$ cat src/hw/rtl/fjot_pkg.sv
// Shared types, character codes and helper functions for the flat JSON object tokenizer.
// Used by fjot_core, fjot_outq and flat_json_object_tokenizer; depends on nothing else.
package fjot_pkg;

    localparam int DEF_MESSAGE_BYTES = 4096;
    localparam int DEF_MAX_DEPTH     = 255;
    localparam logic [7:0] MAX_FIELDS_RESET = 8'd16;

    // Result queue depth: room for two beats from one byte plus slack for back-to-back flow.
    localparam int Q_DEPTH = 4;

    localparam logic [7:0] CH_SPACE  = 8'h20;
    localparam logic [7:0] CH_TAB    = 8'h09;
    localparam logic [7:0] CH_LF     = 8'h0A;
    localparam logic [7:0] CH_CR     = 8'h0D;
    localparam logic [7:0] CH_QUOTE  = 8'h22;
    localparam logic [7:0] CH_BSLASH = 8'h5C;
    localparam logic [7:0] CH_LBRACE = 8'h7B;
    localparam logic [7:0] CH_RBRACE = 8'h7D;
    localparam logic [7:0] CH_LBRACK = 8'h5B;
    localparam logic [7:0] CH_RBRACK = 8'h5D;
    localparam logic [7:0] CH_COLON  = 8'h3A;
    localparam logic [7:0] CH_COMMA  = 8'h2C;
    localparam logic [7:0] CH_MINUS  = 8'h2D;
    localparam logic [7:0] CH_PLUS   = 8'h2B;
    localparam logic [7:0] CH_DOT    = 8'h2E;
    localparam logic [7:0] CH_ZERO   = 8'h30;
    localparam logic [7:0] CH_NINE   = 8'h39;
    localparam logic [7:0] CH_LC_E   = 8'h65;
    localparam logic [7:0] CH_UC_E   = 8'h45;
    localparam logic [7:0] CH_LC_T   = 8'h74;
    localparam logic [7:0] CH_LC_F   = 8'h66;
    localparam logic [7:0] CH_LC_N   = 8'h6E;

    typedef enum logic [3:0] {
        PH_OPEN, PH_FIRST, PH_KEY, PH_KEY_ESC, PH_COLON, PH_VALUE, PH_STR, PH_STR_ESC,
        PH_RAW, PH_RAW_STR, PH_RAW_ESC, PH_LIT, PH_NUM, PH_AFTER, PH_NEXT, PH_DONE
    } t_phase;

    typedef enum logic [1:0] {KIND_FIELD, KIND_OK, KIND_FAIL} t_kind;

    typedef enum logic [2:0] {
        ERR_NONE, ERR_SYNTAX, ERR_TOO_MANY, ERR_INCOMPLETE, ERR_TOO_LONG, ERR_TOO_DEEP
    } t_err;

    typedef enum logic [2:0] {VT_STRING, VT_RAW, VT_BOOL, VT_NULL, VT_NUMBER} t_vtype;

    typedef enum logic [1:0] {LIT_TRUE, LIT_FALSE, LIT_NULL} t_lit;

    typedef struct packed {
        t_kind       kind;
        t_err        err;
        logic [7:0]  field_index;
        logic [11:0] key_offset;
        logic [12:0] key_length;
        t_vtype      vtype;
        logic [11:0] value_offset;
        logic [12:0] value_length;
        logic        bool_value;
        logic        last;
    } t_result;

    // What the parser hands to the result queue for one processed byte.
    typedef struct packed {
        logic [1:0] count;
        t_result    rec0;
        t_result    rec1;
    } t_push;

    function automatic logic is_space(input logic [7:0] b);
        return (b == CH_SPACE) || (b == CH_TAB) || (b == CH_LF) || (b == CH_CR);
    endfunction

    function automatic logic is_digit(input logic [7:0] b);
        return (b >= CH_ZERO) && (b <= CH_NINE);
    endfunction

    function automatic logic is_num(input logic [7:0] b);
        return is_digit(b) || (b == CH_DOT) || (b == CH_LC_E) || (b == CH_UC_E)
            || (b == CH_PLUS) || (b == CH_MINUS);
    endfunction

    function automatic logic [2:0] lit_len(input t_lit kind);
        logic [2:0] len;
        case (kind)
            LIT_TRUE:  len = 3'd4;
            LIT_FALSE: len = 3'd5;
            LIT_NULL:  len = 3'd4;
            default:   len = 3'd0;
        endcase
        return len;
    endfunction

    function automatic logic [7:0] lit_char(input t_lit kind, input logic [2:0] step);
        logic [39:0] txt;
        logic [7:0]  ch;
        case (kind)
            LIT_TRUE:  txt = {8'h74, 8'h72, 8'h75, 8'h65, 8'h00};
            LIT_FALSE: txt = {8'h66, 8'h61, 8'h6C, 8'h73, 8'h65};
            LIT_NULL:  txt = {8'h6E, 8'h75, 8'h6C, 8'h6C, 8'h00};
            default:   txt = '0;
        endcase
        case (step)
            3'd0:    ch = txt[39:32];
            3'd1:    ch = txt[31:24];
            3'd2:    ch = txt[23:16];
            3'd3:    ch = txt[15:8];
            3'd4:    ch = txt[7:0];
            default: ch = 8'h00;
        endcase
        return ch;
    endfunction

    function automatic t_result status_rec(input t_kind kind, input t_err err,
                                           input logic [7:0] count);
        t_result r;
        r             = '0;
        r.kind        = kind;
        r.err         = err;
        r.field_index = count;
        return r;
    endfunction

endpackage

$ cat src/hw/rtl/flat_json_object_tokenizer.sv
// Flat JSON object tokenizer: one message byte per input beat, field records and a status out.
// Each accepted byte is held in an input register and parsed once the result queue has room;
// its result beats are written into the queue and offered from there. Throughput: one byte
// per cycle; input stalls while a byte is held and the result queue holds more than two
// beats. Synchronous active-low reset empties the queue, sets the field limit to 16 and
// puts the parser back to waiting for '{'. Depends on fjot_pkg, fjot_core and fjot_outq.
module flat_json_object_tokenizer
    import fjot_pkg::*;
#(
    parameter int MESSAGE_BYTES = DEF_MESSAGE_BYTES,
    parameter int MAX_DEPTH     = DEF_MAX_DEPTH
) (
    input  logic        i_clk,
    input  logic        i_rst_n,
    input  logic        i_cfg_we,
    input  logic [7:0]  i_cfg_data,
    input  logic        i_valid,
    output logic        o_ready,
    input  logic [7:0]  i_data_byte,
    input  logic        i_end_of_buffer,
    output logic        o_valid,
    input  logic        i_ready,
    output logic [1:0]  o_result_kind,
    output logic [2:0]  o_error_code,
    output logic [7:0]  o_field_index,
    output logic [11:0] o_key_offset,
    output logic [12:0] o_key_length,
    output logic [2:0]  o_value_type,
    output logic [11:0] o_value_offset,
    output logic [12:0] o_value_length,
    output logic        o_bool_value,
    output logic        o_last_of_run
);

    logic        r_in_valid;
    logic [7:0]  r_byte;
    logic        r_eob;
    logic        room;
    logic        fire;
    t_push       push;
    t_result     head;

    // The held beat is parsed once the queue can take both of its possible results.
    assign fire    = r_in_valid && room;
    assign o_ready = !r_in_valid || room;

    always_ff @(posedge i_clk) begin
        if (!i_rst_n) begin
            r_in_valid <= 1'b0;
        end else if (o_ready) begin
            r_in_valid <= i_valid;
        end
    end

    always_ff @(posedge i_clk) begin
        if (i_valid && o_ready) begin
            r_byte <= i_data_byte;
            r_eob  <= i_end_of_buffer;
        end
    end

    fjot_core #(
        .MESSAGE_BYTES (MESSAGE_BYTES),
        .MAX_DEPTH     (MAX_DEPTH)
    ) u_core (
        .i_clk      (i_clk),
        .i_rst_n    (i_rst_n),
        .i_cfg_we   (i_cfg_we),
        .i_cfg_data (i_cfg_data),
        .i_fire     (fire),
        .i_byte     (r_byte),
        .i_eob      (r_eob),
        .o_push     (push)
    );

    fjot_outq u_outq (
        .i_clk   (i_clk),
        .i_rst_n (i_rst_n),
        .i_push  (push),
        .o_room  (room),
        .o_valid (o_valid),
        .i_ready (i_ready),
        .o_rec   (head)
    );

    assign o_result_kind  = head.kind;
    assign o_error_code   = head.err;
    assign o_field_index  = head.field_index;
    assign o_key_offset   = head.key_offset;
    assign o_key_length   = head.key_length;
    assign o_value_type   = head.vtype;
    assign o_value_offset = head.value_offset;
    assign o_value_length = head.value_length;
    assign o_bool_value   = head.bool_value;
    assign o_last_of_run  = head.last;

endmodule

$ cat src/hw/rtl/fjot_outq.sv
// Small result queue between the parser and the output channel.
// Takes up to two beats per cycle, gives one; depends on fjot_pkg.
module fjot_outq
    import fjot_pkg::*;
(
    input  logic        i_clk,
    input  logic        i_rst_n,
    input  t_push       i_push,
    output logic        o_room,
    output logic        o_valid,
    input  logic        i_ready,
    output t_result     o_rec
);

    localparam int QA_W = $clog2(Q_DEPTH);
    localparam int QC_W = $clog2(Q_DEPTH + 1);

    t_result           r_mem [Q_DEPTH];
    logic [QA_W-1:0]   r_wr;
    logic [QA_W-1:0]   r_rd;
    logic [QC_W-1:0]   r_cnt;
    logic [QA_W-1:0]   wr_next;
    logic              pop;

    assign wr_next = r_wr + QA_W'(1);
    assign pop     = o_valid && i_ready;
    assign o_valid = (r_cnt != '0);
    assign o_rec   = r_mem[r_rd];
    // Room is judged without the pop of this cycle, which keeps this path short.
    assign o_room  = (r_cnt <= QC_W'(Q_DEPTH - 2));

    always_ff @(posedge i_clk) begin
        if (i_push.count != 2'd0) begin
            r_mem[r_wr] <= i_push.rec0;
        end
        if (i_push.count == 2'd2) begin
            r_mem[wr_next] <= i_push.rec1;
        end
    end

    always_ff @(posedge i_clk) begin
        if (!i_rst_n) begin
            r_wr  <= '0;
            r_rd  <= '0;
            r_cnt <= '0;
        end else begin
            r_wr  <= r_wr + QA_W'(i_push.count);
            r_cnt <= r_cnt + QC_W'(i_push.count) - QC_W'(pop);
            if (pop) begin
                r_rd <= r_rd + QA_W'(1);
            end
        end
    end

`ifndef SYNTHESIS
    a_cnt_bound: assert property (@(posedge i_clk) disable iff (!i_rst_n)
        r_cnt <= QC_W'(Q_DEPTH))
        else $error("result queue count beyond depth");

    a_no_overflow: assert property (@(posedge i_clk) disable iff (!i_rst_n)
        (i_push.count != 2'd0) |-> (r_cnt <= QC_W'(Q_DEPTH - 2)))
        else $error("push into result queue without room");

    a_pair_flow: assert property (@(posedge i_clk) disable iff (!i_rst_n)
        (i_push.count == 2'd2 && !pop) |=> (r_cnt == $past(r_cnt) + QC_W'(2)))
        else $error("double push not counted");
`endif

endmodule

$ cat src/hw/rtl/fjot_core.sv
// Parser state and per-byte step logic: one registered byte in, up to two result beats out.
// Holds the field-limit register; depends on fjot_pkg.
module fjot_core
    import fjot_pkg::*;
#(
    parameter int MESSAGE_BYTES = DEF_MESSAGE_BYTES,
    parameter int MAX_DEPTH     = DEF_MAX_DEPTH
) (
    input  logic        i_clk,
    input  logic        i_rst_n,
    input  logic        i_cfg_we,
    input  logic [7:0]  i_cfg_data,
    input  logic        i_fire,
    input  logic [7:0]  i_byte,
    input  logic        i_eob,
    output t_push       o_push
);

    localparam int POS_W = $clog2(MESSAGE_BYTES + 1);
    localparam int DEP_W = $clog2(MAX_DEPTH + 1);
    localparam int EXT_W = (POS_W > 13) ? POS_W : 13;

    t_phase            r_phase,     n_phase;
    logic [POS_W-1:0]  r_pos,       n_pos;
    logic [DEP_W-1:0]  r_depth,     n_depth;
    logic [2:0]        r_lit_step,  n_lit_step;
    t_lit              r_lit_kind,  n_lit_kind;
    logic [7:0]        r_count,     n_count;
    logic [POS_W-1:0]  r_koff,      n_koff;
    logic [12:0]       r_klen,      n_klen;
    logic [POS_W-1:0]  r_voff,      n_voff;
    t_vtype            r_vtype,     n_vtype;
    logic [7:0]        r_max_fields;

    logic [EXT_W-1:0]  pos_x, koff_x, voff_x;
    logic [EXT_W-1:0]  len_incl, len_excl, klen_x;
    logic [DEP_W-1:0]  depth_dec;
    logic [2:0]        lit_next;

    logic              a_v, b_v, c_v;
    t_result           a_rec, b_rec, c_rec;
    logic              fin_req, fin_bv, num_end;
    logic [12:0]       fin_len;
    t_result           fin_rec;

    // Byte after a value: white space, a comma or the closing brace.
    logic              av_status;
    t_kind             av_kind;
    t_err              av_err;
    t_phase            av_phase;

    assign pos_x     = EXT_W'(r_pos);
    assign koff_x    = EXT_W'(r_koff);
    assign voff_x    = EXT_W'(r_voff);
    assign len_incl  = pos_x + EXT_W'(1) - voff_x;
    assign len_excl  = pos_x - voff_x;
    assign klen_x    = pos_x - koff_x;
    assign depth_dec = (r_depth != '0) ? (r_depth - DEP_W'(1)) : '0;
    assign lit_next  = r_lit_step + 3'd1;

    always_comb begin
        av_status = 1'b0;
        av_kind   = KIND_OK;
        av_err    = ERR_NONE;
        av_phase  = PH_AFTER;
        if (i_byte == CH_COMMA) begin
            av_phase = PH_NEXT;
        end else if (i_byte == CH_RBRACE) begin
            av_status = 1'b1;
            av_phase  = PH_DONE;
        end else if (!is_space(i_byte)) begin
            av_status = 1'b1;
            av_kind   = KIND_FAIL;
            av_err    = ERR_SYNTAX;
            av_phase  = PH_DONE;
        end
    end

    always_comb begin
        n_phase    = r_phase;
        n_pos      = r_pos;
        n_depth    = r_depth;
        n_lit_step = r_lit_step;
        n_lit_kind = r_lit_kind;
        n_count    = r_count;
        n_koff     = r_koff;
        n_klen     = r_klen;
        n_voff     = r_voff;
        n_vtype    = r_vtype;
        a_v        = 1'b0;
        b_v        = 1'b0;
        c_v        = 1'b0;
        a_rec      = '0;
        b_rec      = '0;
        c_rec      = '0;
        fin_req    = 1'b0;
        fin_bv     = 1'b0;
        fin_len    = '0;
        num_end    = 1'b0;
        fin_rec    = '0;

        if (r_phase == PH_DONE) begin
            // Bytes after a status are dropped until the end of the buffer.
        end else if (r_pos >= POS_W'(MESSAGE_BYTES)) begin
            a_v     = 1'b1;
            a_rec   = status_rec(KIND_FAIL, ERR_TOO_LONG, r_count);
            n_phase = PH_DONE;
        end else begin
            unique case (r_phase) inside
                PH_OPEN: begin
                    if (i_byte == CH_LBRACE) begin
                        n_phase = PH_FIRST;
                    end else if (!is_space(i_byte)) begin
                        a_v     = 1'b1;
                        a_rec   = status_rec(KIND_FAIL, ERR_SYNTAX, r_count);
                        n_phase = PH_DONE;
                    end
                end
                PH_FIRST, PH_NEXT: begin
                    if (i_byte == CH_QUOTE) begin
                        n_koff  = r_pos + POS_W'(1);
                        n_phase = PH_KEY;
                    end else if (i_byte == CH_RBRACE && r_phase == PH_FIRST) begin
                        a_v     = 1'b1;
                        a_rec   = status_rec(KIND_OK, ERR_NONE, r_count);
                        n_phase = PH_DONE;
                    end else if (!is_space(i_byte)) begin
                        a_v     = 1'b1;
                        a_rec   = status_rec(KIND_FAIL, ERR_SYNTAX, r_count);
                        n_phase = PH_DONE;
                    end
                end
                PH_KEY: begin
                    if (i_byte == CH_BSLASH) begin
                        n_phase = PH_KEY_ESC;
                    end else if (i_byte == CH_QUOTE) begin
                        n_klen  = klen_x[12:0];
                        n_phase = PH_COLON;
                    end
                end
                PH_KEY_ESC: begin
                    n_phase = PH_KEY;
                end
                PH_COLON: begin
                    if (i_byte == CH_COLON) begin
                        n_phase = PH_VALUE;
                    end else if (!is_space(i_byte)) begin
                        a_v     = 1'b1;
                        a_rec   = status_rec(KIND_FAIL, ERR_SYNTAX, r_count);
                        n_phase = PH_DONE;
                    end
                end
                PH_VALUE: begin
                    if (!is_space(i_byte)) begin
                        n_voff = r_pos;
                        if (i_byte == CH_QUOTE) begin
                            n_vtype = VT_STRING;
                            n_phase = PH_STR;
                        end else if (i_byte == CH_LBRACK || i_byte == CH_LBRACE) begin
                            n_vtype = VT_RAW;
                            n_depth = DEP_W'(1);
                            n_phase = PH_RAW;
                        end else if (i_byte == CH_LC_T || i_byte == CH_LC_F
                                     || i_byte == CH_LC_N) begin
                            if (i_byte == CH_LC_T) begin
                                n_lit_kind = LIT_TRUE;
                            end else if (i_byte == CH_LC_F) begin
                                n_lit_kind = LIT_FALSE;
                            end else begin
                                n_lit_kind = LIT_NULL;
                            end
                            n_vtype    = (i_byte == CH_LC_N) ? VT_NULL : VT_BOOL;
                            n_lit_step = 3'd1;
                            n_phase    = PH_LIT;
                        end else if (i_byte == CH_MINUS || is_digit(i_byte)) begin
                            n_vtype = VT_NUMBER;
                            n_phase = PH_NUM;
                        end else begin
                            a_v     = 1'b1;
                            a_rec   = status_rec(KIND_FAIL, ERR_SYNTAX, r_count);
                            n_phase = PH_DONE;
                        end
                    end
                end
                PH_STR: begin
                    if (i_byte == CH_BSLASH) begin
                        n_phase = PH_STR_ESC;
                    end else if (i_byte == CH_QUOTE) begin
                        fin_req = 1'b1;
                        fin_len = len_incl[12:0];
                    end
                end
                PH_STR_ESC: begin
                    n_phase = PH_STR;
                end
                PH_RAW: begin
                    if (i_byte == CH_QUOTE) begin
                        n_phase = PH_RAW_STR;
                    end else if (i_byte == CH_LBRACK || i_byte == CH_LBRACE) begin
                        if (r_depth >= DEP_W'(MAX_DEPTH)) begin
                            a_v     = 1'b1;
                            a_rec   = status_rec(KIND_FAIL, ERR_TOO_DEEP, r_count);
                            n_phase = PH_DONE;
                        end else begin
                            n_depth = r_depth + DEP_W'(1);
                        end
                    end else if (i_byte == CH_RBRACK || i_byte == CH_RBRACE) begin
                        n_depth = depth_dec;
                        if (depth_dec == '0) begin
                            fin_req = 1'b1;
                            fin_len = len_incl[12:0];
                        end
                    end
                end
                PH_RAW_STR: begin
                    if (i_byte == CH_BSLASH) begin
                        n_phase = PH_RAW_ESC;
                    end else if (i_byte == CH_QUOTE) begin
                        n_phase = PH_RAW;
                    end
                end
                PH_RAW_ESC: begin
                    n_phase = PH_RAW_STR;
                end
                PH_LIT: begin
                    if (r_lit_step >= lit_len(r_lit_kind)
                        || i_byte != lit_char(r_lit_kind, r_lit_step)) begin
                        a_v     = 1'b1;
                        a_rec   = status_rec(KIND_FAIL, ERR_SYNTAX, r_count);
                        n_phase = PH_DONE;
                    end else begin
                        n_lit_step = lit_next;
                        if (lit_next == lit_len(r_lit_kind)) begin
                            fin_req = 1'b1;
                            fin_len = 13'(lit_len(r_lit_kind));
                            fin_bv  = (r_lit_kind == LIT_TRUE);
                        end
                    end
                end
                PH_NUM: begin
                    // The byte that ends a number is then taken as the byte after a value.
                    if (!is_num(i_byte)) begin
                        fin_req = 1'b1;
                        fin_len = len_excl[12:0];
                        num_end = 1'b1;
                    end
                end
                PH_AFTER: begin
                    n_phase = av_phase;
                    if (av_status) begin
                        a_v   = 1'b1;
                        a_rec = status_rec(av_kind, av_err, r_count);
                    end
                end
                default: begin
                    a_v     = 1'b1;
                    a_rec   = status_rec(KIND_FAIL, ERR_SYNTAX, r_count);
                    n_phase = PH_DONE;
                end
            endcase
        end

        if (fin_req) begin
            if (r_count >= r_max_fields) begin
                a_v     = 1'b1;
                a_rec   = status_rec(KIND_FAIL, ERR_TOO_MANY, r_count);
                n_phase = PH_DONE;
            end else begin
                fin_rec.kind         = KIND_FIELD;
                fin_rec.err          = ERR_NONE;
                fin_rec.field_index  = r_count;
                fin_rec.key_offset   = koff_x[11:0];
                fin_rec.key_length   = r_klen;
                fin_rec.vtype        = r_vtype;
                fin_rec.value_offset = voff_x[11:0];
                fin_rec.value_length = fin_len;
                fin_rec.bool_value   = fin_bv;
                a_v     = 1'b1;
                a_rec   = fin_rec;
                n_count = r_count + 8'd1;
                n_phase = PH_AFTER;
                if (num_end) begin
                    n_phase = av_phase;
                    if (av_status) begin
                        b_v   = 1'b1;
                        b_rec = status_rec(av_kind, av_err, n_count);
                    end
                end
            end
        end

        if (i_eob) begin
            if (n_phase != PH_DONE) begin
                c_v   = 1'b1;
                c_rec = status_rec(KIND_FAIL, ERR_INCOMPLETE, n_count);
            end
            n_phase    = PH_OPEN;
            n_pos      = '0;
            n_depth    = '0;
            n_lit_step = '0;
            n_count    = '0;
        end else if (r_pos < POS_W'(MESSAGE_BYTES)) begin
            n_pos = r_pos + POS_W'(1);
        end

        // A second beat only ever follows a first one from the same byte.
        o_push.count     = i_fire ? (2'(a_v) + 2'(b_v) + 2'(c_v)) : 2'd0;
        o_push.rec0      = a_v ? a_rec : c_rec;
        o_push.rec1      = b_v ? b_rec : c_rec;
        o_push.rec0.last = (2'(a_v) + 2'(b_v) + 2'(c_v)) == 2'd1;
        o_push.rec1.last = 1'b1;
    end

    always_ff @(posedge i_clk) begin
        if (!i_rst_n) begin
            r_max_fields <= MAX_FIELDS_RESET;
        end else if (i_cfg_we) begin
            r_max_fields <= i_cfg_data;
        end
    end

    always_ff @(posedge i_clk) begin
        if (!i_rst_n) begin
            r_phase    <= PH_OPEN;
            r_pos      <= '0;
            r_depth    <= '0;
            r_lit_step <= '0;
            r_lit_kind <= LIT_TRUE;
            r_count    <= '0;
            r_koff     <= '0;
            r_klen     <= '0;
            r_voff     <= '0;
            r_vtype    <= VT_STRING;
        end else if (i_fire) begin
            r_phase    <= n_phase;
            r_pos      <= n_pos;
            r_depth    <= n_depth;
            r_lit_step <= n_lit_step;
            r_lit_kind <= n_lit_kind;
            r_count    <= n_count;
            r_koff     <= n_koff;
            r_klen     <= n_klen;
            r_voff     <= n_voff;
            r_vtype    <= n_vtype;
        end
    end

`ifndef SYNTHESIS
    a_field_limit: assert property (@(posedge i_clk) disable iff (!i_rst_n)
        (o_push.count != 2'd0 && o_push.rec0.kind == KIND_FIELD)
            |-> (o_push.rec0.field_index < r_max_fields))
        else $error("field record beyond the field limit");

    a_eob_restart: assert property (@(posedge i_clk) disable iff (!i_rst_n)
        (i_fire && i_eob) |=> (r_phase == PH_OPEN && r_pos == '0 && r_count == '0))
        else $error("parser not restarted after end of buffer");

    a_done_quiet: assert property (@(posedge i_clk) disable iff (!i_rst_n)
        (i_fire && r_phase == PH_DONE && !i_eob) |-> (o_push.count == 2'd0))
        else $error("result produced after final status");
`endif

endmodule
$ cat config.mk
export PLATFORM = sky130hd
export DESIGN_NAME = flat_json_object_tokenizer
export DESIGN_NICKNAME = d
export VERILOG_FILES = /design/src/hw/rtl/fjot_pkg.sv /design/src/hw/rtl/flat_json_object_tokenizer.sv /design/src/hw/rtl/fjot_outq.sv /design/src/hw/rtl/fjot_core.sv
export SDC_FILE = /design/constraint.sdc
export NUM_CORES = 1
export LEC_CHECK = 0
export BUFFER_PORTS_ARGS = -buffer_cell sky130_fd_sc_hd__buf_2
export CAP_MARGIN = 20
export CORE_ASPECT_RATIO = 0.7
export CORE_UTILIZATION = 33
export CTS_BUF_LIST = sky130_fd_sc_hd__clkbuf_8
export DETAILED_ROUTE_END_ITERATION = 8
export SYNTH_ARGS = -nofsm -noshare
export SYNTH_HDL_FRONTEND = slang
export SYNTH_SLANG_ARGS = --single-unit
$ cat constraint.sdc
create_clock -name i_clk -period 6.66 [get_ports i_clk]
set_clock_uncertainty 0.15 [all_clocks]
set_input_delay 1.998 -clock i_clk [delete_from_list [all_inputs] [get_ports i_clk]]
set_output_delay 1.998 -clock i_clk [all_outputs]
set_load 0.005 [all_outputs]
==> results.txt <==
- Setup violations remaining at the end of the flow were counted as 0.
- The count of nets left with antenna violations once routing finished came out at 0.
- The clock net in this run drives a total of around 380 sinks.
* Detailed-routing iteration count for the pre-antenna-repair pass: 7
- For the worst flop-to-flop path, the logic depth is 18.
- Peak supply drop: about 0.16 mV
- Vias: 15794
- Setup slack on the worst reg-to-reg path comes out at around 0.54 ns.
- The first global-routing pass estimated between 80000 and 90000 um of wire.
- Summing every instance area after synthesis gives around 19000 um2.
- The area growth from synthesis to layout is 13.46%.
* Setup_tns: 0 ns
* Die Height: 202.1 um
- Critical path destination: u_outq.r_mem[3][55]$_DFFE_PP_
* Clock root buffer master: sky130_fd_sc_hd__clkbuf_8
- Placer Congestion: about 0.94
- Summed over all cells, the static leakage comes to between 8 and 9 nW.
- Type of the worst setup path: reg -> reg
* Share of the cycle needed by the critical path after routing: about nine tenths
* Run status: complete, but fails checks
- Quantity of I/O buffers inserted on ports: 91
* Count of warnings emitted by yosys: 0
- Synthesis produced a netlist with a net count of between 2000 and 2500.
- Critical path origin: u_core.r_lit_step[0]$_SDFFE_PN0P_
* Commonest cells after routing, fill and taps aside: 320 x sky130_fd_sc_hd__dfxtp_1, 194 x sky130_fd_sc_hd__a22o_1, 170 x sky130_fd_sc_hd__nand2_1, 115 x sky130_fd_sc_hd__a21oi_1, 113 x sky130_fd_sc_hd__nor2_1
- Prior to clock tree synthesis, the placed netlist has a worst setup slack of between 0.6 and 0.7 ns.
* Pin count of the biggest net entering global routing: 60
* Number of enable-type register cells in the synthesized netlist: 57
- Summed over all layers, the routed wires come to about 57000 um.
- For this run, the leading register cell type out of synthesis is sky130_fd_sc_hd__dfxtp_1.
- The synthesized design devotes to its leading area cell type approximately 34% of total area.
- Number of rows created at floorplan: 72
- In the routed layout, each cell is associated on average with a via count of about 5.7.
- Along the worst hold path, the cell count comes to 2.
- Largest cells by area after synthesis: sky130_fd_sc_hd__dfxtp_1 34%, sky130_fd_sc_hd__edfxtp_1 9.1%, sky130_fd_sc_hd__a22o_1 9.0%
- CTS tree: done
- Buffers added to address setup during post-CTS repair amount to 0.
- In this run the number of H-tree levels came out at 3.
- Number of gates given a new drive strength after cts: 0
- Unique masters post-synth: 84
* Hold Path Origin: u_outq.r_mem[3][14]$_SDFFE_PP0N_
- Counting flops and latches in the post-synthesis netlist gives 379.
- In this run, post-CTS hold repair placed 0 buffers.
- At the end of the flow, the number of nets in the layout was 2066.
- For the pin with the worst max-slew slack, the measured transition is 1.014 ns.
- Number of top-level design ports: 92
* Worst hold-check path type: reg -> reg
- After synthesis, the mean cell area works out to roughly 9.9 um2.
- Counting along the longest clock path gives a buffer depth of 3.
- Buffers inserted during clock tree synthesis total 67.
* Failing checks: DRC
- Detailed Route Iter0 Violations: 1540
- In this run the critical register-to-register path is launched from u_core.r_lit_step[0]$_SDFFE_PN0P_.
- Setup repair after global routing left no endpoint under its margin.
- Detailed placement finished with a half-perimeter wire length of 38790 um.
- Sort of element at the end of the critical path: register
- Setup slack on the critical path of the routed design comes to 0.5412 ns.
- Based on the critical path, the design can be clocked at up to about 160 MHz.
- Hold Fails Final Rpt: 0
- DRC: 12
* Clock insertion delay at the later pin of the skew report: 0.65 ns
- Cells with a size suffix above 1 make up ~17% of the layout.
- STA classifies the critical path startpoint as a register.
- The largest total area in the synthesized netlist belongs to sky130_fd_sc_hd__dfxtp_1.
- Via count of the first global-routing pass: between 15000 and 20000
* MaxCap Viol Count: 0
- For this run, asynchronously set or reset flops after synthesis account for 0%.
* Clock-pin slew reported for the worst setup and hold paths after clock tree synthesis: 0.06 ns
- The sequential cells in the finished layout cover a total of roughly 8000 um2.
- Number of slew-limit violations in the final report: 0
- Of the synthesized area, sequential elements account for 43.22%.
- Clock period minus worst slack: a little over 6 ns
* X dimension of the die: roughly 290 um
- Highest fanout seen on the critical path: 56
* Endpoint of the worst-slack reg-to-reg timing path: u_outq.r_mem[3][55]$_DFFE_PP_
- Initial antenna violation count: 1
* Utilization after layout: around two fifths
- Pwr Density: between 200 and 300 nW/um2
- Commonest non-fill, non-tap cell in the layout: sky130_fd_sc_hd__dfxtp_1
- Slew margin rel.: 32.16%
- The die covers between 50000 and 60000 um2.
* Arrival time worst endpoint: about 6.3 ns
- FILL cells: ~5500
* Area occupied by multi-input gates: roughly 10000 um2
- Starting density of the core: roughly a third
* GRT Total Usage: 19.51%
- Total congestion overflow after global routing: 0
- After floorplanning, the core was sized to cover around 56000 um2.
- Counting every instance in the synthesized netlist gives 1907.
- Data required time at the worst endpoint: 6.84 ns
- In the final routed layout, each cell accounts on average for roughly 21 um.
-- area by class of cell --
| class | instances | share of cell area (%) |
|---|---|---|
| diodes | 1 | 0.01168 |
| well taps | 740 | 4.323 |
| flip-flops and latches | 379 | 38.13 |
| clock buffers | 78 | 5.013 |
| repair buffers | 131 | 3.645 |
| clock inverters | 40 | 1.186 |
| inverters | 66 | 1.157 |
| multi-input cells | 1326 | 46.54 |
-- where the power goes --
part | internal (mW) | leakage (nW) | switching [mW]
combinational | 0.373 | 4.21 | 0.591
clock | 1.13 | 0.755 | 1.01
sequential | 2.40 | 3.11 | 0.107
total | 3.90 | 8.08 | 1.71
-- logic make-up (layout without fill, tap and decap cells) --
| group | after synthesis | count (layout) | share of synthesized area (%) |
|---|---|---|---|
| AND/OR/NAND/NOR | 519 | 519 | 13.41 |
| flip-flops | 379 | 379 | 43.22 |
| XOR/XNOR | 57 | 57 | 2.645 |
| adder cells (fa/ha/maj) | 73 | 73 | 5.037 |
| other | 0 | 1 | 0 |
| multiplexers | 81 | 81 | 8.809 |
| AO/OA/AOI/OAI | 596 | 596 | 22.69 |
| buffers and inverters | 202 | 315 | 4.196 |
-- layer usage --
| metal | vias up | wire, um | share of wire, % | global-route usage [%] |
|---|---|---|---|---|
| li1 | 7266 | - | - | - |
| met1 | 7800 | 28100 | 49 | 29.47 |
| met2 | 641 | 24030 | 42 | 27.89 |
| met3 | 87 | 4212 | 7.3 | 3.781 |
| met4 | 0 | 1000 | 1.7 | 5.480 |
| met5 | - | 0 | 0 | 0 |
-- critical path, stage by stage, from the launching register on --
cell and delay, ns:
sky130_fd_sc_hd__dfxtp_1 0.40, sky130_fd_sc_hd__inv_1 0.12, sky130_fd_sc_hd__ha_1 0.30, sky130_fd_sc_hd__nor3_1 0.26, sky130_fd_sc_hd__o21bai_1 0.20, sky130_fd_sc_hd__o21ai_1 0.20, sky130_fd_sc_hd__mux2i_1 0.21, sky130_fd_sc_hd__nand3_1 0.23
sky130_fd_sc_hd__o31a_1 0.35, sky130_fd_sc_hd__o31a_1 0.38, sky130_fd_sc_hd__nor2_1 0.39, sky130_fd_sc_hd__inv_1 0.12, sky130_fd_sc_hd__fa_1 0.74, sky130_fd_sc_hd__o21ai_1 0.22, sky130_fd_sc_hd__nor2_1 0.86, sky130_fd_sc_hd__nor2_4 0.08
sky130_fd_sc_hd__buf_12 0.24, sky130_fd_sc_hd__inv_1 0.11, sky130_fd_sc_hd__buf_4 0.23
-- stage by stage --
step	instance area (um2)	power, mW	hold WS, ns	std cells
after CTS	21410	5.669	0.3015	2759
after floorplan	18880	3.190	0.2698	1907
after detailed placement	20080	3.519	0.2880	2641
after global routing	21420	5.861	0.3220	2761
final	21420	5.614	0.3024	2761
after global placement	20080	3.506	0.2784	2641
-- cell usage after synthesis (11+ instances only) --
cell and n:
sky130_fd_sc_hd__and3_1 15, sky130_fd_sc_hd__and2_1 11, sky130_fd_sc_hd__xnor2_1 26, sky130_fd_sc_hd__ha_1 68, sky130_fd_sc_hd__a21oi_1 115, sky130_fd_sc_hd__edfxtp_1 57, sky130_fd_sc_hd__a22o_1 194, sky130_fd_sc_hd__o21ai_0 86
sky130_fd_sc_hd__nor2_1 121, sky130_fd_sc_hd__buf_2 18, sky130_fd_sc_hd__nor2b_1 12, sky130_fd_sc_hd__xor2_1 31, sky130_fd_sc_hd__nand2b_1 20, sky130_fd_sc_hd__clkbuf_1 101, sky130_fd_sc_hd__mux2i_1 12, sky130_fd_sc_hd__nand3_1 39
sky130_fd_sc_hd__mux4_2 68, sky130_fd_sc_hd__a22oi_1 16, sky130_fd_sc_hd__nand4_1 12, sky130_fd_sc_hd__dfxtp_1 322, sky130_fd_sc_hd__a21o_1 37, sky130_fd_sc_hd__nor3_1 43, sky130_fd_sc_hd__nand2_1 170, sky130_fd_sc_hd__or3_1 24
sky130_fd_sc_hd__inv_1 65, sky130_fd_sc_hd__buf_1 15, sky130_fd_sc_hd__a211oi_1 14, sky130_fd_sc_hd__o22ai_1 22
-- flip-flops by register name (all words and copies together), names as in the netlist, named ones only --
signal / count
u_core.r_count: 8
u_core.r_phase: 4
u_outq.r_mem: 272
u_core.r_max_fields: 8
u_core.koff_x: 13
u_core.pos_x: 13
u_outq.r_wr: 2
u_core.r_vtype: 3
r_byte: 8
u_core.r_voff: 13
r_eob: 1
u_core.r_lit_kind: 2
u_outq.r_cnt: 3
u_core.r_depth: 8
u_core.r_klen: 13
u_core.r_lit_step: 3
r_in_valid: 1
u_outq.r_rd: 2
-- worst min-delay path by stage --
| stage | end | slack, ns |
|---|---|---|
| after floorplan | u_outq.r_mem[2][11]$_SDFFE_PP0N_ | 0.27 |
| after global placement | u_outq.r_mem[0][13]$_SDFFE_PP0P_ | 0.28 |
| after detailed placement | u_outq.r_mem[3][14]$_SDFFE_PP0N_ | 0.29 |
| after CTS | u_outq.r_mem[3][14]$_SDFFE_PP0N_ | 0.30 |
| after global routing | u_outq.r_mem[3][14]$_SDFFE_PP0N_ | 0.32 |
| final | u_outq.r_mem[3][14]$_SDFFE_PP0N_ | 0.30 |
Power figures use the tool's default switching activity.
